**config.mk**
```make
export PLATFORM = sky130hd
export DESIGN_NAME = ptwi_wrap
export DESIGN_NICKNAME = d
export VERILOG_FILES = /design/src/hdl/ptwi_pkg.sv /design/src/hdl/ptwi_wrap.sv
export SDC_FILE = /design/constraint.sdc
export NUM_CORES = 2
export LEC_CHECK = 0
export ABC_AREA = 0
export BUFFER_PORTS_ARGS = -buffer_cell sky130_fd_sc_hd__buf_4
export CORE_MARGIN = 5
export CORE_UTILIZATION = 55
export CTS_CLUSTER_SIZE = 25
export DETAILED_ROUTE_END_ITERATION = 12
export HOLD_SLACK_MARGIN = 0.06
export PLACE_DENSITY_LB_ADDON = 0.08
export SYNTH_ARGS = -nofsm -noshare
export SYNTH_HDL_FRONTEND = slang
export SYNTH_SLANG_ARGS = --single-unit
```
**constraint.sdc**
```tcl
create_clock -name clock -period 5.7 [get_ports clock]
set_input_delay 0 -clock clock [delete_from_list [all_inputs] [get_ports clock]]
set_output_delay 0 -clock clock [all_outputs]
set_load 0.01 [all_outputs]
```
**src/hdl/ptwi_pkg.sv**
```systemverilog
// Shared constants, types and the arctangent table of the planar twist integrator.
package ptwi_pkg;

   localparam int CORDIC_STAGES_DEF = 16;
   localparam int WRAP_STEPS        = 14;
   localparam int DIV_STEPS         = 32;

   localparam logic [34:0]        TWO_PI_Q32  = 35'd26986075409;
   localparam logic signed [33:0] PI_Q30      = 34'sd3373259426;
   localparam logic signed [33:0] HALF_PI_Q30 = 34'sd1686629713;
   localparam logic signed [33:0] ONE_Q30     = 34'sd1073741824;
   localparam logic signed [33:0] GAIN_Q30    = 34'sd652032874;

   typedef struct packed {
      logic               bypass;
      logic               neg_w;
      logic [31:0]        mag_w;
      logic signed [31:0] lin_x;
      logic signed [31:0] lin_y;
      logic signed [18:0] angle;
   } ptwi_side_type;

   function automatic logic [29:0] atan_q30(input logic [4:0] idx);
      logic [29:0] v;
      case (idx)
         5'd0:  v = 30'd843314856;
         5'd1:  v = 30'd497837829;
         5'd2:  v = 30'd263043836;
         5'd3:  v = 30'd133525158;
         5'd4:  v = 30'd67021686;
         5'd5:  v = 30'd33543515;
         5'd6:  v = 30'd16775850;
         5'd7:  v = 30'd8388437;
         5'd8:  v = 30'd4194282;
         5'd9:  v = 30'd2097149;
         5'd10: v = 30'd1048575;
         5'd11: v = 30'd524287;
         5'd12: v = 30'd262143;
         5'd13: v = 30'd131071;
         5'd14: v = 30'd65535;
         5'd15: v = 30'd32767;
         5'd16: v = 30'd16383;
         5'd17: v = 30'd8191;
         5'd18: v = 30'd4095;
         5'd19: v = 30'd2047;
         5'd20: v = 30'd1023;
         5'd21: v = 30'd511;
         5'd22: v = 30'd255;
         5'd23: v = 30'd127;
         5'd24: v = 30'd63;
         5'd25: v = 30'd31;
         5'd26: v = 30'd15;
         5'd27: v = 30'd7;
         5'd28: v = 30'd3;
         5'd29: v = 30'd1;
         default: v = 30'd0;
      endcase
      return v;
   endfunction

endpackage

```
**src/hdl/ptwi_wrap.sv**
```systemverilog
// Angle wrap pipeline: reduces w modulo two pi by one trial subtraction per stage.
module ptwi_wrap (
   input  logic                    clock,
   input  logic                    reset,
   input  logic                    adv,
   input  logic                    in_valid,
   input  ptwi_pkg::ptwi_side_type in_side,
   output logic                    out_valid,
   output ptwi_pkg::ptwi_side_type out_side,
   output logic signed [33:0]      out_angle_q30
);
   import ptwi_pkg::*;

   logic [48:0]   rem_ff  [WRAP_STEPS];
   ptwi_side_type side_ff [WRAP_STEPS];
   logic          vld_ff  [WRAP_STEPS];

   for (genvar i = 0; i < WRAP_STEPS; i++) begin : g_step
      logic [48:0]   rem_prev;
      logic [48:0]   trial;
      logic [48:0]   rem_in;
      ptwi_side_type side_prev;
      logic          vld_prev;
      if (i == 0) begin : g_first
         assign rem_prev  = {1'b0, in_side.mag_w, 16'b0};
         assign side_prev = in_side;
         assign vld_prev  = in_valid;
      end else begin : g_next
         assign rem_prev  = rem_ff[i-1];
         assign side_prev = side_ff[i-1];
         assign vld_prev  = vld_ff[i-1];
      end
      assign trial  = 49'(TWO_PI_Q32) << (WRAP_STEPS - 1 - i);
      assign rem_in = (rem_prev >= trial) ? rem_prev - trial : rem_prev;
      always_ff @(posedge clock) begin
         if (reset) begin
            vld_ff[i] <= 1'b0;
         end else if (adv) begin
            vld_ff[i] <= vld_prev;
         end
         if (adv) begin
            rem_ff[i]  <= rem_in;
            side_ff[i] <= side_prev;
         end
      end
   end

   logic [34:0]        rem_last;
   logic signed [35:0] m_pos;
   logic signed [35:0] m_in;
   logic signed [35:0] rnd;
   logic signed [35:0] m_ff;
   ptwi_side_type      side_out_in;
   ptwi_side_type      side_out_ff;
   logic               vld_out_ff;

   // C-style remainder keeps the sign of w; fold it back to [0, 2pi), then to (-pi, pi].
   assign rem_last = rem_ff[WRAP_STEPS-1][34:0];
   always_comb begin
      if (side_ff[WRAP_STEPS-1].neg_w && rem_last != 35'd0) begin
         m_pos = $signed(36'(TWO_PI_Q32) - 36'(rem_last));
      end else begin
         m_pos = $signed(36'(rem_last));
      end
      if ({m_pos, 1'b0} > 37'(TWO_PI_Q32)) begin
         m_in = m_pos - $signed(36'(TWO_PI_Q32));
      end else begin
         m_in = m_pos;
      end
      rnd = m_in + 36'sd32768;
      side_out_in       = side_ff[WRAP_STEPS-1];
      side_out_in.angle = rnd[34:16];
   end

   always_ff @(posedge clock) begin
      if (reset) begin
         vld_out_ff <= 1'b0;
      end else if (adv) begin
         vld_out_ff <= vld_ff[WRAP_STEPS-1];
      end
      if (adv) begin
         m_ff        <= m_in;
         side_out_ff <= side_out_in;
      end
   end

   assign out_valid     = vld_out_ff;
   assign out_side      = side_out_ff;
   assign out_angle_q30 = m_ff[35:2];
endmodule

```
Word level (Yosys, flattened, before mapping)
Memories as Yosys holds them, arrays and structs flattened. A register that Yosys moved wholly into a read port is not among the register bits.
Index checks and enable logic that the tools add are counted.
Operators by class
  multiplexer cells: 36
  magnitude comparators: 15
  reductions and logical operators: 2
  bitwise operators: 14
  add/sub/neg operators: 17
Operators by type and width (number)
  49-bit two-way mux: 14
  36-bit two-way mux: 2
  49-bit by 35-bit >= comparator with 1-bit output, second input constant: 1
  49-bit by 36-bit >= comparator with 1-bit output, second input constant: 1
  49-bit by 37-bit >= comparator with 1-bit output, second input constant: 1
  49-bit by 38-bit >= comparator with 1-bit output, second input constant: 1
  49-bit by 39-bit >= comparator with 1-bit output, second input constant: 1
  49-bit by 40-bit >= comparator with 1-bit output, second input constant: 1
  49-bit by 41-bit >= comparator with 1-bit output, second input constant: 1
  49-bit by 42-bit >= comparator with 1-bit output, second input constant: 1
  49-bit by 43-bit >= comparator with 1-bit output, second input constant: 1
  49-bit by 44-bit >= comparator with 1-bit output, second input constant: 1
  49-bit by 45-bit >= comparator with 1-bit output, second input constant: 1
  49-bit by 46-bit >= comparator with 1-bit output, second input constant: 1
  49-bit by 47-bit >= comparator with 1-bit output, second input constant: 1
  48-bit by 48-bit subtractor with 49-bit output, second input constant: 1
  49-bit by 35-bit subtractor with 49-bit output, second input constant: 1
  49-bit by 36-bit subtractor with 49-bit output, second input constant: 1
  49-bit by 37-bit subtractor with 49-bit output, second input constant: 1
  49-bit by 38-bit subtractor with 49-bit output, second input constant: 1
  49-bit by 39-bit subtractor with 49-bit output, second input constant: 1
  49-bit by 40-bit subtractor with 49-bit output, second input constant: 1
  49-bit by 41-bit subtractor with 49-bit output, second input constant: 1
  49-bit by 42-bit subtractor with 49-bit output, second input constant: 1
  14 further kinds: 46
Storage, ports and cells
  bits in writable memories: 2338
  input port bits: 121
  register bits: 153
  memories kept: 3
  output and inout port bits: 152
  logic and storage cells: 94
Memory list
  side_ff: words 14, width 117, read ports 14, clocked after memory_dff 0, write ports 14, line ptwi_wrap.sv:15  | ptwi_side_type side_ff [WRAP_STEPS];
  rem_ff: words 14, width 49, read ports 14, clocked after memory_dff 0, write ports 14, line ptwi_wrap.sv:14  | logic [48:0] rem_ff [WRAP_STEPS];
  vld_ff: words 14, width 1, read ports 14, clocked after memory_dff 1, write ports 14, line ptwi_wrap.sv:16  | logic vld_ff [WRAP_STEPS];

Longest topological paths before layout
An unclocked memory read counts as a cell.
  word-level depth: 7
  mapped depth: 23
  gate-level depth less buffers: 19

Worst setup path after synthesis
OpenSTA, ideal clock, no wires.
  path kind: flip-flop to flip-flop
  start point: memory rem_ff[13][1], in the netlist rem_ff[1][246]
  end point: register side_out_ff, in the netlist out_side[15], data pin
  stages on the path, launching flop included: 24
  path slack: 0.858 ns
  library setup time: 0.267 ns
  required time: 5.433 ns
  data arrival time: 4.575 ns
  cell sequence: edfxtp_1 > buf_2 > inv_1 > ha_1 > nor2b_1 > o21ai_1 > a21oi_1 > a211oi_1 > or3_1 > a21bo_2 > or4_4 > nor3_4 > or2_1 > buf_4 > buf_6 > buf_2 > nand2_1 > xor2_1 > ha_1 > inv_1 > nor2_1 > nand4_1 > nor3b_1 > xor2_1
RTL lines
  from (decl): line ptwi_wrap.sv:14
  to (signal assigned): line ptwi_wrap.sv:83  | side_out_ff <= side_out_in;
  to (decl): line ptwi_wrap.sv:54  | ptwi_side_type side_out_ff;

==> impl_results.md <==
- Minimum setup slack after placement: 0.413 ns
- HP Start: in_side[111]
- Sort of element at the start of the critical path: flop
- Post-synth net total: 4,673
- Pin count of the biggest net entering global routing: 194
- DR pass1 iterations: 5
- Maximum root-to-sink buffer count: 3
- Static Leak: 32.4 nW
- # port buffers: 253
- Signal arrival time at the worst endpoint: 5.83 ns
- Main flop type after synthesis: edfxtp_1
- Routed via count: 37,000
- Weighted congestion reported at the end of routability-driven placement: 0.805
- Initial Utilization: 55.5%
- Wire length of the first global-routing pass: 185,000 um
- Delay of the slowest critical-path stage: 0.62 ns
- H-tree levels: 4
- Post-route minimum period: 5.33 ns
- Crit path buffers/inverters: 1
- Clock-pin slew on the worst setup and hold paths: 0.06 ns
- Slew Viols, Final: 0
- Clock buffer count from CTS: 203
- Cells along the critical path: nor4_1 > nand4_1 > o31ai_4 > nor3_2 > a211oi_4 > nand2b_2 > or4_4 > o221ai_2 > nor2_1 > nor2_1 > xnor2_1 > ha_1 > inv_1 > nor2_1 > nand4_1 > nor3b_1 > xor2_1
- Worst slew margin relative to its limit: 33.4%
- Vertical extent of the die: 389 um
- Post-route antenna net violation count: 0
- Number of flops mapped to enable cells by yosys: 2,117
- Std-Cell Rows: 138
- Total global-route track usage: 15.1%
- Status: completed
- RSZ-0062 raised after global routing: false
- Half-perimeter wire length after detailed placement: 70,600 um
- Layout cells sized above 1: 12.1%
- Worst R2R Setup Slack: 0.37 ns
- Via count of the first global-routing pass: 36,800
- FF+latch count, synth: 2,118
- Critical path endpoint category: flop
- Share of the yosys chip area belonging to registers: 80.7%
- Core occupancy in the finished layout: 64.8%
- Post-detailed-route via-to-cell ratio: 5.10
- Total global routing overflow: 0
- Clk Latency, worst-skew pair: 0.80 ns
- PnR worst setup slack: 0.368 ns
- Critical Path Most Common Cell: nor2_1
- Area of the core: 0.142 mm2
- Hold Crit Class: input port to flop
- Total setup violations reported at the end of the flow: 0
- DRC violations left: 0
- Combined area of the multi-input logic cells: 0.0145 mm2
- Clock sink count: 2,118
- Post-Route Setup TNS: 0 ns
- Power per unit of standard cell area: 413 mW/mm2
- Average cell area after synthesis: 17.4 um2
- Cell count after placement: 6,667
- Worst setup skew after layout: 0.0558 ns
- Critical path peak fanout: 9
- Share of flip-flops with an asynchronous set or reset after synthesis: 0%
- Crit path from: rem_ff[1][253]
- Ports: 273
- Cell chosen for the clock root: clkbuf_16
- Worst Max-Slew Pin Slew: 0.998 ns
- Number of nets in the layout: 5,324
- Final non-filler cell total: 7,251
- Max-cap violations: 0
- Distinct cells, synth: 99
- Average wire per cell in the routed design: 15.7 um
- Die X: 389 um
- Clock tree from TritonCTS: done
- Gate family responsible for the most delay along the worst path: simple AND/OR/NAND/NOR gates
- Max VDD drop: 0.421 mV
- Cell at the slowest stage of the critical path: nor4_1
- Crit Path Class: flop to flop
- Sequential cell area in the final layout: 0.0636 mm2
- Iter 0 DRT Violations: 1,881
- Wirelength, routed: 114,000 um
- Summed instance area of the synthesized netlist: 0.0788 mm2
- Number of antenna violations at the first check in global routing: 0
- Total die area: 0.151 mm2
- Critical register-to-register path startpoint: rem_ff[1][253]
- Cell count after synthesis: 4,535
- # Post-CTS Setup Buffers: 0
- CP required: 6.20 ns
- Final Cycle Share: 93.5%
- Maximum operating frequency: 188 MHz
- Layout-stage area growth over the synthesis result: 16.7%
- Hold violation count in the final report: 0
- Count of fill cells added during filler insertion: 9,739
- Yosys warning count: 0
[worst reg2reg max path, cell delays in order, from the launching register on]
cell	delay, ns
edfxtp_1	0.55
nor4_1	0.62
nand4_1	0.38
o31ai_4	0.38
nor3_2	0.09
a211oi_4	0.46
nand2b_2	0.12
or4_4	0.56
o221ai_2	0.28
nor2_1	0.13
nor2_1	0.19
xnor2_1	0.18
ha_1	0.21
inv_1	0.06
nor2_1	0.12
nand4_1	0.27
nor3b_1	0.31
xor2_1	0.09
[state kept, by name, summed over array words and instances (netlist names)]
| name | cells |
|---|---|
| vld_ff | 14 |
| out_side | 117 |
| m_ff | 34 |
| out_valid | 1 |
| side_ff | 1372 |
| rem_ff | 580 |
[layout by cell type (no fill, tap or decap), types with 22 or more instances in the layout]
cell and n:
nor3_1 96, a31oi_1 22, buf_4 301, nand2_1 298, o21a_1 34, dlygate4sd3_1 204
nor2b_1 26, and3_1 44, inv_1 101, edfxtp_1 2117, clkbuf_1 54, clkbuf_16 204
o21ai_0 114, xnor2_1 336, clkinv_2 33, o31ai_1 31, and2_1 38, a21oi_1 115
nor4_1 52, xor2_1 247, a21o_1 57, clkinv_1 50, nand2b_1 33, nand3_1 69
nor2_1 258, or3_1 48
[stage by stage]
stage | hold WS [ns] | power, W | area [um2]
CTS | 0.0613 | 0.0385 | 92000
global route | 0.0909 | 0.0399 | 92000
floorplan | 0.0724 | 0.0238 | 78800
finish | 0.140 | 0.0380 | 92000
detailed placement | 0.177 | 0.0254 | 83400
global placement | 0.174 | 0.0253 | 83400
[synthesized netlist by cell type (6+ instances only)]
| library cell | instances | share of area, % |
|---|---|---|
| and4_1 | 7 | 0.078 |
| o21a_1 | 34 | 0.32 |
| o41ai_1 | 6 | 0.067 |
| a21boi_0 | 20 | 0.19 |
| ha_1 | 17 | 0.27 |
| nand3b_1 | 18 | 0.17 |
| edfxtp_1 | 2117 | 81 |
| o21bai_1 | 13 | 0.12 |
| nor3_1 | 97 | 0.62 |
| buf_2 | 16 | 0.10 |
| inv_1 | 101 | 0.48 |
| nand3_1 | 69 | 0.44 |
| or2_2 | 21 | 0.17 |
| nor4_1 | 52 | 0.41 |
| and3_1 | 44 | 0.35 |
| a21o_1 | 57 | 0.54 |
| nand2_1 | 298 | 1.4 |
| buf_1 | 9 | 0.043 |
| nand4_1 | 19 | 0.15 |
| a211oi_1 | 18 | 0.17 |
| nor2_1 | 258 | 1.2 |
| nand2b_1 | 33 | 0.26 |
| nor3b_1 | 9 | 0.086 |
| o31ai_1 | 31 | 0.30 |
| nor2b_1 | 26 | 0.21 |
| o21ai_1 | 10 | 0.064 |
| clkbuf_1 | 42 | 0.20 |
| a211o_1 | 10 | 0.11 |
| o211ai_1 | 10 | 0.095 |
| a31o_2 | 7 | 0.078 |
| and2_1 | 38 | 0.30 |
| or4_1 | 12 | 0.11 |
| a31oi_1 | 22 | 0.17 |
| o21ai_0 | 114 | 0.72 |
| xor2_1 | 247 | 2.7 |
| or3_1 | 48 | 0.38 |
| xnor2_1 | 336 | 3.7 |
| o31a_1 | 12 | 0.13 |
| a21oi_1 | 115 | 0.73 |
[final timing paths]
| kind | to | cells after the start |
|---|---|---|
| hold reg to reg | side_ff[0][926] | 0 |
| setup reg to reg | out_side[15] | 17 |
| setup / recovery | out_side[15] | 17 |
| hold / removal | rem_ff[0][44] | 3 |
[logic make-up after synthesis]
logic type	after synthesis	synth area share, %
AOI/OAI and AO/OA	548	4.70
xor gates and xnor gates	583	6.48
adders and majority gates	17	0.270
buffers and inverters	174	0.870
DFF	2118	80.7
muxes	10	0.138
and+or+nand+nor	1085	6.84
[per-layer routing]
| layer | up-vias | part of all wire, % | wire (um) | GRT usage [%] |
|---|---|---|---|---|
| met5 | - | 0 | 0 | 0 |
| li1 | 18500 | - | - | - |
| met4 | 0 | 2.8 | 3150 | 5.10 |
| met3 | 241 | 4.2 | 4830 | 3.14 |
| met1 | 17600 | 41 | 46900 | 18.7 |
| met2 | 596 | 52 | 58900 | 26.6 |
[timing repair]
action | 4_1_cts | 5_1_grt
setup endpoints to repair | 0 | 1
gates resized for setup | 0 | 1
hold buffers | 204 | 0
endpoints found under the hold margin | 374 | 0
[power breakdown]
part	internal [W]	leakage [nW]	switching, W	total (W)
clock	0.00736	3.16	0.00549	0.0128
sequential	0.0195	20.7	0.00107	0.0206
combinational	0.00210	8.55	0.00244	0.00455
[layout make-up]
type / count / area share (%)
Clock inverter: 121 / 1.39
Inverter: 104 / 0.424
Timing Repair Buffer: 516 / 4.92
Clock buffer: 258 / 5.77
Sequential cell: 2118 / 69.1
Tap cell: 1890 / 2.57
Antenna cell: 1 / 0.00272
Multi-Input combinational cell: 2243 / 15.8
No activity file was read; power rests on OpenSTA's default activity.
